**src/sv/sbpe_pkg.sv**
```systemverilog
// Package of the scan-line bright point extractor.
// Holds the beat types, register indexes, reset values and the coordinate clamp.
// Depends on nothing; the top level and sbpe_judge import it.
package sbpe_pkg;

	localparam int unsigned COORD_LIMIT = 4096;
	localparam int unsigned POS_W = 12;
	localparam int unsigned LEVEL_W = 8;
	localparam int unsigned CFG_INDEX_W = 2;
	localparam int unsigned CFG_DATA_W = 12;

	localparam logic [LEVEL_W-1:0] BRIGHT_RESET = 8'd180;
	localparam logic [POS_W-1:0] SAME_RESET = 12'd3;
	localparam logic [POS_W-1:0] CLOSE_RESET = 12'd10;

	typedef enum logic [CFG_INDEX_W-1:0] {
		REG_BRIGHT_LEVEL = 2'd0,
		REG_SAME_GAP = 2'd1,
		REG_CLOSE_GAP = 2'd2
	} reg_index_t;

	typedef enum logic {
		ACT_APPEND = 1'b0,
		ACT_REPLACE = 1'b1
	} action_t;

	typedef logic [POS_W-1:0] pos_t;

	typedef struct packed {
		logic line_start;
		logic is_row_scan;
		pos_t across_pos;
		pos_t along_pos;
		logic [LEVEL_W-1:0] blue;
		logic [LEVEL_W-1:0] green;
		logic [LEVEL_W-1:0] red;
	} pixel_t;

	typedef struct packed {
		logic [LEVEL_W-1:0] bright_level;
		pos_t same_gap;
		pos_t close_gap;
	} cfg_t;

	typedef struct packed {
		pos_t last_spot;
		logic spot_seen;
	} spot_state_t;

	typedef struct packed {
		action_t action;
		pos_t point_y;
		pos_t point_x;
	} point_t;

	typedef struct packed {
		logic has_point;
		point_t point;
		spot_state_t next_state;
	} judge_t;

	function automatic pos_t clamp_pos(input pos_t p);
		pos_t r;
		r = p;
		if (32'(p) >= COORD_LIMIT) begin
			r = POS_W'(COORD_LIMIT - 1);
		end
		return r;
	endfunction

endpackage

```
**src/sv/scanline_bright_point_extractor.sv**
```systemverilog
// Top level of the scan-line bright point extractor: input register, spot state,
// configuration registers and result register. Depends on sbpe_pkg and sbpe_judge.
// Path: an accepted pixel waits in the input register, is judged, and its point goes to the result register.
// Throughput: one pixel per cycle; only a stalled result register holds the input.
// Reset: arst_n clears the beat valids and the spot state at once and loads the
// register reset values; there is no clearing pass.
module scanline_bright_point_extractor (
	input  logic                              clk,
	input  logic                              arst_n,
	input  logic                              s_axis_tvalid,
	output logic                              s_axis_tready,
	// red[7:0], green[15:8], blue[23:16], along_pos[35:24], across_pos[47:36]
	input  logic [47:0]                       s_axis_tdata,
	// is_row_scan[0], line_start[1]
	input  logic [1:0]                        s_axis_tuser,
	output logic                              m_axis_tvalid,
	input  logic                              m_axis_tready,
	// point_x[11:0], point_y[23:12]
	output logic [23:0]                       m_axis_tdata,
	// action[0]
	output logic [0:0]                        m_axis_tuser,
	input  logic                              cfg_valid,
	output logic                              cfg_ready,
	input  logic [sbpe_pkg::CFG_INDEX_W-1:0] cfg_index,
	input  logic [sbpe_pkg::CFG_DATA_W-1:0]  cfg_data
);
	import sbpe_pkg::*;

	pixel_t pixel_s1;
	logic valid_s1;
	point_t point_s2;
	logic valid_s2;
	cfg_t cfg_q;
	spot_state_t state_q;
	judge_t judge;
	logic out_free;
	logic advance;

	assign out_free = !valid_s2 || m_axis_tready;
	assign advance = valid_s1 && (out_free || !judge.has_point);
	assign s_axis_tready = !valid_s1 || advance;
	assign cfg_ready = 1'b1;

	sbpe_judge u_judge (
		.pixel(pixel_s1),
		.cfg(cfg_q),
		.state(state_q),
		.judge(judge)
	);

	always_ff @(posedge clk or negedge arst_n) begin
		if (!arst_n) begin
			valid_s1 <= 1'b0;
		end else if (s_axis_tready) begin
			valid_s1 <= s_axis_tvalid;
		end
	end

	always_ff @(posedge clk) begin
		if (s_axis_tvalid && s_axis_tready) begin
			pixel_s1 <= {s_axis_tuser[1], s_axis_tuser[0], s_axis_tdata};
		end
	end

	always_ff @(posedge clk or negedge arst_n) begin
		if (!arst_n) begin
			valid_s2 <= 1'b0;
		end else if (out_free) begin
			valid_s2 <= advance && judge.has_point;
		end
	end

	always_ff @(posedge clk) begin
		if (out_free && advance && judge.has_point) begin
			point_s2 <= judge.point;
		end
	end

	always_ff @(posedge clk or negedge arst_n) begin
		if (!arst_n) begin
			state_q <= '0;
		end else if (advance) begin
			state_q <= judge.next_state;
		end
	end

	always_ff @(posedge clk or negedge arst_n) begin
		if (!arst_n) begin
			cfg_q.bright_level <= BRIGHT_RESET;
			cfg_q.same_gap <= SAME_RESET;
			cfg_q.close_gap <= CLOSE_RESET;
		end else if (cfg_valid && cfg_ready) begin
			unique case (cfg_index)
				REG_BRIGHT_LEVEL: cfg_q.bright_level <= cfg_data[LEVEL_W-1:0];
				REG_SAME_GAP: cfg_q.same_gap <= cfg_data[POS_W-1:0];
				REG_CLOSE_GAP: cfg_q.close_gap <= cfg_data[POS_W-1:0];
				default: ;
			endcase
		end
	end

	assign m_axis_tvalid = valid_s2;
	assign m_axis_tdata = {point_s2.point_y, point_s2.point_x};
	assign m_axis_tuser = point_s2.action;

endmodule

```
**src/sv/sbpe_judge.sv**
```systemverilog
// Per-pixel decision of the bright point extractor: brightness test, distance
// to the remembered spot, and the append, replace or track choice.
// Depends on sbpe_pkg.
module sbpe_judge (
	input  sbpe_pkg::pixel_t      pixel,
	input  sbpe_pkg::cfg_t        cfg,
	input  sbpe_pkg::spot_state_t state,
	output sbpe_pkg::judge_t      judge
);
	import sbpe_pkg::*;

	pos_t along;
	pos_t across;
	pos_t spot_dist;
	pos_t mid;
	pos_t along_out;
	logic seen;
	logic bright;

	always_comb begin
		along = clamp_pos(pixel.along_pos);
		across = clamp_pos(pixel.across_pos);
		seen = state.spot_seen & ~pixel.line_start;
		bright = (pixel.red > cfg.bright_level) && (pixel.green > cfg.bright_level)
			&& (pixel.blue > cfg.bright_level);
		spot_dist = (along >= state.last_spot) ? along - state.last_spot
			: state.last_spot - along;
		mid = POS_W'(({1'b0, state.last_spot} + {1'b0, along}) >> 1);

		judge.has_point = 1'b0;
		judge.point.action = ACT_APPEND;
		judge.next_state.spot_seen = seen;
		judge.next_state.last_spot = state.last_spot;
		along_out = along;

		priority if (!bright) begin
			judge.has_point = 1'b0;
		end else if (!seen) begin
			judge.has_point = 1'b1;
			judge.next_state.spot_seen = 1'b1;
			judge.next_state.last_spot = along;
		end else if (spot_dist < cfg.same_gap) begin
			judge.next_state.last_spot = along;
		end else if (spot_dist > cfg.close_gap) begin
			judge.has_point = 1'b1;
			judge.next_state.last_spot = along;
		end else begin
			judge.has_point = 1'b1;
			judge.point.action = ACT_REPLACE;
			judge.next_state.last_spot = mid;
			along_out = mid;
		end

		judge.point.point_x = pixel.is_row_scan ? along_out : across;
		judge.point.point_y = pixel.is_row_scan ? across : along_out;
	end

endmodule

```
**config.mk**
```make
export PLATFORM = sky130hd
export DESIGN_NAME = scanline_bright_point_extractor
export DESIGN_NICKNAME = d
export VERILOG_FILES = /design/src/sv/sbpe_pkg.sv /design/src/sv/scanline_bright_point_extractor.sv /design/src/sv/sbpe_judge.sv
export SDC_FILE = /design/constraint.sdc
export NUM_CORES = 1
export LEC_CHECK = 0
export BUFFER_PORTS_ARGS = -buffer_cell sky130_fd_sc_hd__buf_2
export CORE_MARGIN = 4
export CORE_UTILIZATION = 56
export CTS_CLUSTER_SIZE = 8
export DETAILED_ROUTE_END_ITERATION = 7
export PLACE_DENSITY = 0.79
export SLEW_MARGIN = 40
export SYNTH_ARGS = -nofsm -noshare
export SYNTH_HDL_FRONTEND = slang
export SYNTH_SLANG_ARGS = --single-unit
```
**constraint.sdc**
```tcl
create_clock -name clk -period 10.5 [get_ports clk]
set_clock_uncertainty 0.2 [all_clocks]
set_input_delay 0.525 -clock clk [delete_from_list [all_inputs] [get_ports clk]]
set_output_delay 0.525 -clock clk [all_outputs]
set_load 0.02 [all_outputs]
```
# [Word level (Yosys, flattened, before mapping)]
# Cells that the tools add are included.
[totals] ram_bits=0 latch_bits=0 n_memories=0 rom_bits=0 regBits=122
[op_classes] reduce_logical=19 multipliers=0 muxes=12 add_sub_neg=3 n_div=0 bitwise_logic=4 shift=0 eq_ne=2 order_cmp=6
[ops] operator="12-bit 2-to-1 mux" n=7
[ops] operator="8-bit > comparator" n=3
[ops] operator="12-bit subtractor" n=2
[ops] operator="12-bit by 12-bit adder with 13-bit output" n=1
[ops] operator="12-bit >= comparator" n=1
[ops] operator="12-bit > comparator" n=1
[ops] operator="12-bit less-than comparator" n=1
[ops] operator="2-bit AND reduction" n=4
[ops] operator="1-bit logical AND" n=7
[ops] operator="1-bit 2-to-1 mux" n=4
[ops] operator="1-bit zero test" n=3
[ops] operator="1-bit logical OR" n=3
[ops] operator="1-bit NOT" n=3
[ops] operator="3-bit OR reduction" n=1
[ops] operator="2-bit by 1-bit equality test with 1-bit output (second input constant)" n=1
[ops] operator="2-bit equality test (second input constant)" n=1
[ops] operator="2-bit zero test" n=1
[ops] operator="2-bit 2-to-1 mux" n=1
[ops] operator="1-bit AND" n=1

# [Depth between registers and ports, before layout]
# Gate-level depths: netlist of run 1.
[depth] ltp_word=12 depth_mapped=21 mapped_depth_nobuf=19

# [By module]
# From an unflattened synthesis of run 1, not the netlist that was laid out.
[hier_totals] cells_unflattened=742 area_unflattened_um2=7832.5
[modules_own_cells] mod="scanline_bright_point_extractor" seq_area_each_um2=3438.3 cells_each=229 n_inst=1 area_each_um2=4290.4
[modules_own_cells] mod="sbpe_judge" seq_area_each_um2=0.0 cells_each=513 n_inst=1 area_each_um2=3542.1

# [Least setup slack after synthesis of run 1]
# Ideal clock, no wire load.
[synth_timing] kind="reg2reg" from="register pixel_s1[24] (netlist bit)" to="register pixel_s1[0] (netlist bit), enable pin" arrival_time_ps=4914 t_required_ps=9889 setup_time_ps=411 slack_ps=4975 path_buffers=1 synth_period_minus_slack_ps=5525 stages_incl_launch_ff=20 cell_sequence="edfxtp_1 > inv_1 > ha_1 > inv_1 > fa_1 > a21oi_1 > o211ai_1 > a21oi_1 > o31ai_4 > buf_6 > mux2i_1 > xnor2_1 > ha_1 > a211o_1 > a31oi_1 > o21bai_1 > a41o_1 > a211oi_2 > nand3b_1 > o21a_1"
[synth_between] elab_chain_len=11 elab_cells_between_ends=13 classes_between="add/sub (2); order compare (2); mux (4); reduce/logical (5)"
[synth_lines] item="start, declared" line_no="scanline_bright_point_extractor.sv:29" text="pixel_t pixel_s1;"
[synth_lines] item="start signal, assigned" line_no="scanline_bright_point_extractor.sv:61" text="pixel_s1 <= {s_axis_tuser[1], s_axis_tuser[0], s_axis_tdata};"
[synth_lines] item="12-bit subtractor, or another cell as far along" line_no="sbpe_judge.sv:27" text=": state.last_spot - along;"
[synth_lines] item="12-bit 2-to-1 mux *" line_no="sbpe_judge.sv:26" text="spot_dist = (along >= state.last_spot) ? along - state.last_spot"
[synth_lines] item="12-bit less-than comparator *" line_no="sbpe_judge.sv:42" text="end else if (spot_dist < cfg.same_gap) begin"
[synth_lines] item="2-bit 2-to-1 mux *" line_no="sbpe_judge.sv:42"
[synth_lines] item="1-bit 2-to-1 mux *" line_no="sbpe_judge.sv:38" text="end else if (!seen) begin"
[synth_lines] item="1-bit 2-to-1 mux *" line_no="sbpe_judge.sv:36" text="priority if (!bright) begin"
[synth_lines] item="1-bit zero test *" line_no="scanline_bright_point_extractor.sv:40" text="assign advance = valid_s1 && (out_free || !judge.has_point);"
[synth_lines] item="1-bit logical OR *" line_no="scanline_bright_point_extractor.sv:40"
[synth_lines] item="1-bit logical AND *" line_no="scanline_bright_point_extractor.sv:40"
[synth_lines] item="1-bit logical OR *" line_no="scanline_bright_point_extractor.sv:41" text="assign s_axis_tready = !valid_s1 || advance;"
[synth_lines] item="1-bit logical AND *" line_no="scanline_bright_point_extractor.sv:60" text="if (s_axis_tvalid && s_axis_tready) begin"
# Every way passes the cells marked *; elsewhere a longest branch is shown, timed or not.
# A chain may end at the register's enable or synchronous reset.

# [Worst setup path after layout of run 1]
[layout_timing] from="register pixel_s1[26] (netlist bit)" to="output port s_axis_tready"
[layout_between] elab_chain_len=10 elab_cells_between_ends=12 classes_between="add/sub (2); order compare (2); mux (4); reduce/logical (4)"
[layout_lines] item="12-bit subtractor, or another cell as far along" line_no="sbpe_judge.sv:27"
[layout_lines] item="12-bit 2-to-1 mux *" line_no="sbpe_judge.sv:26"
[layout_lines] item="12-bit less-than comparator *" line_no="sbpe_judge.sv:42"
[layout_lines] item="2-bit 2-to-1 mux *" line_no="sbpe_judge.sv:42"
[layout_lines] item="1-bit 2-to-1 mux *" line_no="sbpe_judge.sv:38"
[layout_lines] item="1-bit 2-to-1 mux *" line_no="sbpe_judge.sv:36"
[layout_lines] item="1-bit zero test *" line_no="scanline_bright_point_extractor.sv:40"
[layout_lines] item="1-bit logical OR *" line_no="scanline_bright_point_extractor.sv:40"
[layout_lines] item="1-bit logical AND *" line_no="scanline_bright_point_extractor.sv:40"
[layout_lines] item="1-bit logical OR *" line_no="scanline_bright_point_extractor.sv:41"
[layout_lines] item="end, declared" line_no="scanline_bright_point_extractor.sv:11" text="output logic s_axis_tready,"
# Marked as above.

==> results of run 1 <==
logic make-up after synthesis:
logic type	Yosys count	synth area share, %
compound gates	172	15.3
flops	122	46.5
simple gates	122	7.95
buf+inv	96	5.61
fa+ha+maj	85	14.7
mux	54	7.86
xor+xnor	18	2.13
other cells	1	0.0507
placed cells by master (no fill, tap or decap), types with 8 or more instances in the layout:
master and n:
sky130_fd_sc_hd__a21oi_1 57, sky130_fd_sc_hd__buf_2 94, sky130_fd_sc_hd__clkbuf_16 17, sky130_fd_sc_hd__dfrtp_1 39
sky130_fd_sc_hd__dfstp_2 8, sky130_fd_sc_hd__edfxtp_1 75, sky130_fd_sc_hd__ha_1 82, sky130_fd_sc_hd__inv_1 71
sky130_fd_sc_hd__mux2_2 29, sky130_fd_sc_hd__mux2i_1 24, sky130_fd_sc_hd__nand2_1 42, sky130_fd_sc_hd__nand3_1 9
sky130_fd_sc_hd__nand4_1 12, sky130_fd_sc_hd__nor2_1 21, sky130_fd_sc_hd__nor2b_1 9, sky130_fd_sc_hd__nor3_1 11
sky130_fd_sc_hd__o211ai_1 8, sky130_fd_sc_hd__o21ai_0 30, sky130_fd_sc_hd__o21bai_1 8, sky130_fd_sc_hd__o31ai_1 17
sky130_fd_sc_hd__xnor2_1 12
registers in the layout (all words and copies together), names as in the netlist:
| name | count |
|---|---|
| pixel_s1 | 50 |
| cfg_q | 32 |
| m_axis_tdata | 24 |
| state_q | 13 |
| m_axis_tuser | 1 |
| m_axis_tvalid | 1 |
| valid_s1 | 1 |
repair_timing:
item | in CTS | in global routing
gates resized for setup | 0 | 0
hold buffers | 1 | 0
endpoints found under the hold margin | 39 | 0
setup buffers | 0 | 0
power groups by stage:
stage,Clock [mW],Sequential (mW),Combinational [mW]
after floorplan,0,0.632,0.828
final,0.549,0.630,1.09
after global placement,0,0.631,1.04
after global routing,0.577,0.637,1.23
after CTS,0.556,0.629,1.08
after detailed placement,0,0.637,1.08
cell type report:
cell class,instances,area [sq um]
clock buffers,21,450
clock inverters,11,104
fillers,948,4230
inverters,71,267
multi-input cells,452,3580
flip-flops and latches,122,3440
well taps,172,215
repair buffers,97,495
per-layer routing:
layer | GRT usage [%] | up-vias | wire, microns
met5 | 0 | - | 0
met4 | 9.80 | 0 | 403
met3 | 5.49 | 36 | 824
met2 | 38.3 | 168 | 8270
met1 | 30.2 | 2584 | 7040
li1 | - | 2609 | -
path summary, 6_finish.rpt:
check                                     start       endpoint  slack (ns)  cells past startpoint
worst max-delay path               pixel_s1[26]  s_axis_tready        4.52                     17
worst min-delay path            s_axis_tuser[1]   pixel_s1[49]        0.08                      1
worst max register to register     pixel_s1[26]   pixel_s1[32]        4.77                     16
worst min register to register        cfg_q[18]      cfg_q[18]        0.30                      1
max in group asynchronous                arst_n     state_q[4]        9.18                      2
min in group asynchronous                arst_n      cfg_q[20]        0.48                      2
critical path: stages (launching register included):
cell,delay (ns)
sky130_fd_sc_hd__edfxtp_1,0.42
sky130_fd_sc_hd__inv_1,0.07
sky130_fd_sc_hd__ha_1,0.48
sky130_fd_sc_hd__a21oi_1,0.17
sky130_fd_sc_hd__o211ai_1,0.28
sky130_fd_sc_hd__a21oi_1,0.17
sky130_fd_sc_hd__o31ai_4,0.62
sky130_fd_sc_hd__mux2i_1,0.31
sky130_fd_sc_hd__xnor2_1,0.18
sky130_fd_sc_hd__ha_1,0.29
sky130_fd_sc_hd__a211o_1,0.30
sky130_fd_sc_hd__a31oi_1,0.14
sky130_fd_sc_hd__o21bai_1,0.10
sky130_fd_sc_hd__a41o_1,0.32
sky130_fd_sc_hd__a211oi_2,0.36
sky130_fd_sc_hd__nand3b_1,0.30
sky130_fd_sc_hd__or2_2,0.17
sky130_fd_sc_hd__buf_2,0.15
==> results.toml, run 1 <==
[status]
run_status = "completed"

[layout]
fin_util_pct = 66.9
area_growth_pct = 15.5
final_net_count = 915
fraction_of_layout_instances_using_a_drive_strength_above_1_pct = 22.2
n_antenna_cell = 0
finalNonFillerCells = 946
final_area_sq_mm = 0.00855

[pwr]
sequentialPowerShare_pct = 27.7
internal_power_mw = 1.37
p_sw_mw = 0.905
power.static_leakage_nw = 3.76
worst_ir_drop_vdd_mv = 0.142
p_per_cell_area_mw_per_mm2 = 266
pwr-share-clk_pct = 24.2
switching_share_pct = 39.8
finalPower_mw = 2.27
p_comb_share_pct = 48.1

[routing]
wl_mm = 16.5
route.detailed.wl_per_inst_microns = 17.5
num_vias = 5397
detail_route.vias_per_cell = 5.71
antenna_violating_nets_remaining = 0
dr.first_iter.drc_count = 385
route.detailed.drc = 0
dr.pass1.iters = 4

[synthesis]
yosysMostFrequentCell = "sky130_fd_sc_hd__ha_1"
synth_cells = 670
netlist_area_sq_mm = 0.00740
synth-edff-count = 75
synth-seq-cells = 122
synth.top_cells.by_area = "sky130_fd_sc_hd__edfxtp_1 (30%), sky130_fd_sc_hd__ha_1 (14%), sky130_fd_sc_hd__dfrtp_1 (13%)"
netlist_top_cells_count = "sky130_fd_sc_hd__ha_1 (82), sky130_fd_sc_hd__edfxtp_1 (75), sky130_fd_sc_hd__inv_1 (71)"
yosysUniqueCellTypes = 58
synthDominantCellAreaShare_pct = 30.4
syn_avg_cell_area_sq_um = 11.0
synth_top_area_cell = "sky130_fd_sc_hd__edfxtp_1"
asyncSetResetFlopFracSynth_pct = 38.5
synth_fp_nets = 824
synth_warnings = 0
synth_seq_area_share_pct = 46.5
ys.flop_type = "sky130_fd_sc_hd__edfxtp_1"

[clock_network]
clock_tree.htree_level_count = 4
clock_sink_count = 122
cts_buffers = 17
clock_tree.root_cell = "sky130_fd_sc_hd__clkbuf_16"
cts_tree = "built"
reg_clk_slew_reported_paths_ns = 0.05
clockBufferDepth = 2
worst_skew_pair_latency_ns = 0.42

[critical_path]
start_kind = "register"
endpoint_kind = "output pin"
critical_path_required_ns = 9.78
timing.critical_path.arrival_ns = 5.26
criticalPathCategory = "register to output pin"
worstPathMaxFanout = 15

[die]
design.portCount = 97
floorplan.die.width_microns = 123
initial_core_utilization_pct = 57.9
dieArea_sq_mm = 0.0151
core.rowCount = 41
die_h_microns = 123
core_area_sq_mm = 0.0128

[place]
io_buffer_count = 95
place.gp.congestion = 0.924
hpwl_mm = 12.4
placed_cell_area_sq_mm = 0.00798
inst_count_dp = 913
preCtsSetupSlack_ns = 4.80

[sta]
layout_min_cycle_time_ns = 5.98
post-route-worst-setup-slack_ns = 4.52
max_slew.worst_pin.slew_ns = 0.851
finalHoldWorstSlack_ns = 0.0795
grt_setup_unrepaired = "no"
timing.final.max_slew_violations = 0
timing.max_slew.rel_slack_pct = 42.6
setup-tns-final_ns = 0
post-route-period-util_pct = 57.0
finalHoldViolCount = 0
timing_limited_maximum_frequency_mhz = 167
setup_viol = 0

[global_routing]
via_count_of_the_first_global_routing_pass = 5662
grt_antenna_before_repair = 0
gr-total-overflow = 0
grt_max_degree = 51
globalRouteTotalUtil_pct = 23.5
grt_first_pass_wirelength_mm = 27.3

[flow_run]
max_cap_viols = 0

[min_path]
worst_hold_path_type = "primary input to register"
Power figures use the tool's default switching activity.
==> run 2, diff against run 1 <==
--- a/config.mk
+++ b/config.mk
@@ -5,9 +5,10 @@
 export SDC_FILE = /design/constraint.sdc
 export NUM_CORES = 1
 export LEC_CHECK = 0
+export ABC_AREA = 1
 export BUFFER_PORTS_ARGS = -buffer_cell sky130_fd_sc_hd__buf_2
 export CORE_MARGIN = 4
-export CORE_UTILIZATION = 56
+export CORE_UTILIZATION = 54
 export CTS_CLUSTER_SIZE = 8
 export DETAILED_ROUTE_END_ITERATION = 7
 export PLACE_DENSITY = 0.79
==> constraint.sdc (replaced) <==
create_clock -name clk -period 4.85 [get_ports clk]
set_clock_uncertainty 0.2 [all_clocks]
set_input_delay 0.2425 -clock clk [delete_from_list [all_inputs] [get_ports clk]]
set_output_delay 0.2425 -clock clk [all_outputs]
set_load 0.02 [all_outputs]
==> run 2 against run 1 <==
Via count grew 33%. Hold slack gained 0.10 ns. Register-to-register slack lost 4.4 ns. Die area grew 12%. Largest power group unchanged. Core utilization grew 1.3 points. First-iteration DRC count grew 32%. Routed wire length grew 29%. Cell area grew 16%. Flip-flop and latch count is the same. Final cell count grew 42%. Highest routed layer unchanged.
==> results.toml, run 2 <==
[layout]
n_antenna_cell = 0
registers.top_by_ff_count = "pixel_s1"
finalNonFillerCells = 1343
number_of_flip_flops_in_the_largest_register = 50
area_growth_pct = 23.7
final_area_sq_mm = 0.00995
fin_util_pct = 68.2
layout_commonest_cell = "sky130_fd_sc_hd__nand2_1"
fraction_of_layout_instances_using_a_drive_strength_above_1_pct = 16.2
commonest_cells_after_routing_fill_and_taps_aside = "sky130_fd_sc_hd__nand2_1 (330), sky130_fd_sc_hd__inv_1 (146), sky130_fd_sc_hd__buf_2 (95)"
final_net_count = 1300

[die]
initial_core_utilization_pct = 55.2
dieArea_sq_mm = 0.0169
die_h_microns = 130
design.portCount = 97
floorplan.die.width_microns = 130
core.rowCount = 44
core_area_sq_mm = 0.0146

[sta]
finalHoldViolCount = 0
timing.max_slew.rel_slack_pct = 46.8
post-route-worst-setup-slack_ns = 0.354
max_slew.worst_pin.slew_ns = 0.797
timing_limited_maximum_frequency_mhz = 222
post-route-period-util_pct = 92.7
layout_min_cycle_time_ns = 4.50
grt_setup_unrepaired = "no"
setup-tns-final_ns = 0
timing.final.max_slew_violations = 0
setup_viol = 0
finalHoldWorstSlack_ns = 0.184

[synthesis]
asyncSetResetFlopFracSynth_pct = 38.5
yosysUniqueCellTypes = 39
ys.flop_type = "sky130_fd_sc_hd__edfxtp_1"
syn_avg_cell_area_sq_um = 8.16
synth-edff-count = 75
yosysMostFrequentCell = "sky130_fd_sc_hd__nand2_1"
netlist_top_cells_count = "sky130_fd_sc_hd__nand2_1 (330), sky130_fd_sc_hd__inv_1 (148), sky130_fd_sc_hd__ha_1 (82)"
synth_warnings = 0
synth_seq_area_share_pct = 42.7
synthDominantCellAreaShare_pct = 28.0
synth_fp_nets = 1140
synth_top_area_cell = "sky130_fd_sc_hd__edfxtp_1"
synth_cells = 986
synth-seq-cells = 122
synth.top_cells.by_area = "sky130_fd_sc_hd__edfxtp_1 (28%), sky130_fd_sc_hd__nand2_1 (15%), sky130_fd_sc_hd__ha_1 (13%)"
netlist_area_sq_mm = 0.00805

[routing]
num_vias = 7177
wl_mm = 21.4
route.detailed.drc = 0
antenna_violating_nets_remaining = 0
dr.pass1.iters = 5
detail_route.vias_per_cell = 5.34
route.detailed.wl_per_inst_microns = 15.9
dr.first_iter.drc_count = 508

[status]
run_status = "completed"

[pwr]
finalPower_mw = 5.75
worst_ir_drop_vdd_mv = 0.505
power.static_leakage_nw = 5.03
p_per_cell_area_mw_per_mm2 = 578

[global_routing]
gr-total-overflow = 0
globalRouteTotalUtil_pct = 26.5
globalRouteMet3Util_pct = 6.06
met1_usage_pct = 32.6
via_count_of_the_first_global_routing_pass = 7174
grtUsageMet2_pct = 45.7
grt_first_pass_wirelength_mm = 34.9
grt.busiest_layer = "met2"
grt_max_degree = 51
grt_antenna_before_repair = 0

[critical_path]
start_kind = "register"
cp_top_family = "simple AND/OR/NAND/NOR gates"
worstPathMaxFanout = 10
criticalPathCategory = "register to output pin"
timing.critical_path.buf_inv = 6
endpoint_kind = "output pin"
critical-path-max-stage-delay_ns = 0.42
critical_path_required_ns = 4.41
critPathMostFrequentCell = "sky130_fd_sc_hd__nand2_1"
timing.critical_path.arrival_ns = 4.05
crit_path_cell_trace = "inv_1, ha_1, inv_1, fa_1, nand2_1, nand2_1, nand3_1, nand2_1, nor2_1, buf_4, nand2_1, nand2_1, inv_1, ha_1, nand2_1, inv_1, nand2_1, nand2_1, a21oi_2, nand3_1, nand4_1, buf_2"
critical_path.slowest_cell = "sky130_fd_sc_hd__edfxtp_1"

[clock_network]
cts_setup_buffers = 0
reg_clk_slew_reported_paths_ns = 0.06
cts_buffers = 17
clock_tree.htree_level_count = 4
clock_sink_count = 122
cts_tree = "built"
clock_tree.root_cell = "sky130_fd_sc_hd__clkbuf_16"
clockBufferDepth = 2
worst_skew_pair_latency_ns = 0.43

[place]
io_buffer_count = 95
preCtsSetupSlack_ns = 0.417
placed_cell_area_sq_mm = 0.00866
place.gp.congestion = 0.926
inst_count_dp = 1246
hpwl_mm = 13.9

[flow_run]
max_cap_viols = 0

[min_path]
worst_hold_path_type = "primary input to register"
-- run 2: cell types whose count changed in the layout (fill, tap and decap cells not counted), sizes merged, moves of 24 or more --
| cell | before | now |
|---|---|---|
| nand2 | 42 | 349 |
| inv | 71 | 157 |
| dlygate4sd3 | 1 | 65 |
| nand3 | 9 | 48 |
| mux2 | 30 | 0 |
| nor2 | 21 | 49 |
| mux2i | 24 | 0 |
-- run 2: what timing repair did --
item / in CTS / in global routing
hold buffers: 65 / 0
endpoints found under the setup margin: 0 / 92
endpoints found under the hold margin: 121 / 0
resized for setup: 0 / 6
-- run 2: final cells by class --
cell class / instances / area, sq um
inverters: 150 / 563
well taps: 184 / 230
multi-input cells: 686 / 3900
clock inverters: 15 / 180
fillers: 1038 / 4640
flip-flops and latches: 122 / 3440
clock buffers: 17 / 425
repair buffers: 169 / 1210
-- run 2: worst reg2reg max path, delay by kind of cell (launching register included) --
kind	cells	cell delay, ns
and+or+nand+nor	13	1.42
adders and majority gates	3	0.89
buffers and inverters	7	0.88
DFF	1	0.42
AOI/OAI and AO/OA	1	0.28
-- run 2: path summary, 6_finish.rpt --
path	slack (ns)	from	endpoint	cells after the start
max	0.35	pixel_s1[24]	s_axis_tready	22
min	0.18	cfg_valid	cfg_q[12]	3
max reg2reg	0.40	pixel_s1[24]	pixel_s1[38]	24
min reg2reg	0.29	cfg_q[15]	cfg_q[15]	2
max in group asynchronous	3.75	arst_n	state_q[12]	3
min in group asynchronous	0.25	arst_n	cfg_q[10]	3
-- run 2: logic make-up (layout without fill, tap and decap cells) --
family | count (synthesis) | count (layout) | share of synthesized area [%]
simple gates | 469 | 469 | 24.8
flops | 122 | 122 | 42.7
buf+inv | 178 | 351 | 9.11
xor+xnor | 23 | 23 | 2.50
fa+ha+maj | 85 | 85 | 13.5
other cells | 1 | 1 | 0.0466
compound gates | 108 | 108 | 7.28
-- run 2: per-layer routing --
layer	vias up	share of wire, %
met3	56	6.8
met5	-	0
met1	3331	40
met4	0	3.4
li1	3465	-
met2	325	50
-- run 2: where the power goes --
| group | total, mW | switching, mW | internal [mW] |
|---|---|---|---|
| Clock | 1.29 | 0.557 | 0.735 |
| Sequential | 1.40 | 0.124 | 1.28 |
| Combinational | 3.06 | 2.01 | 1.05 |
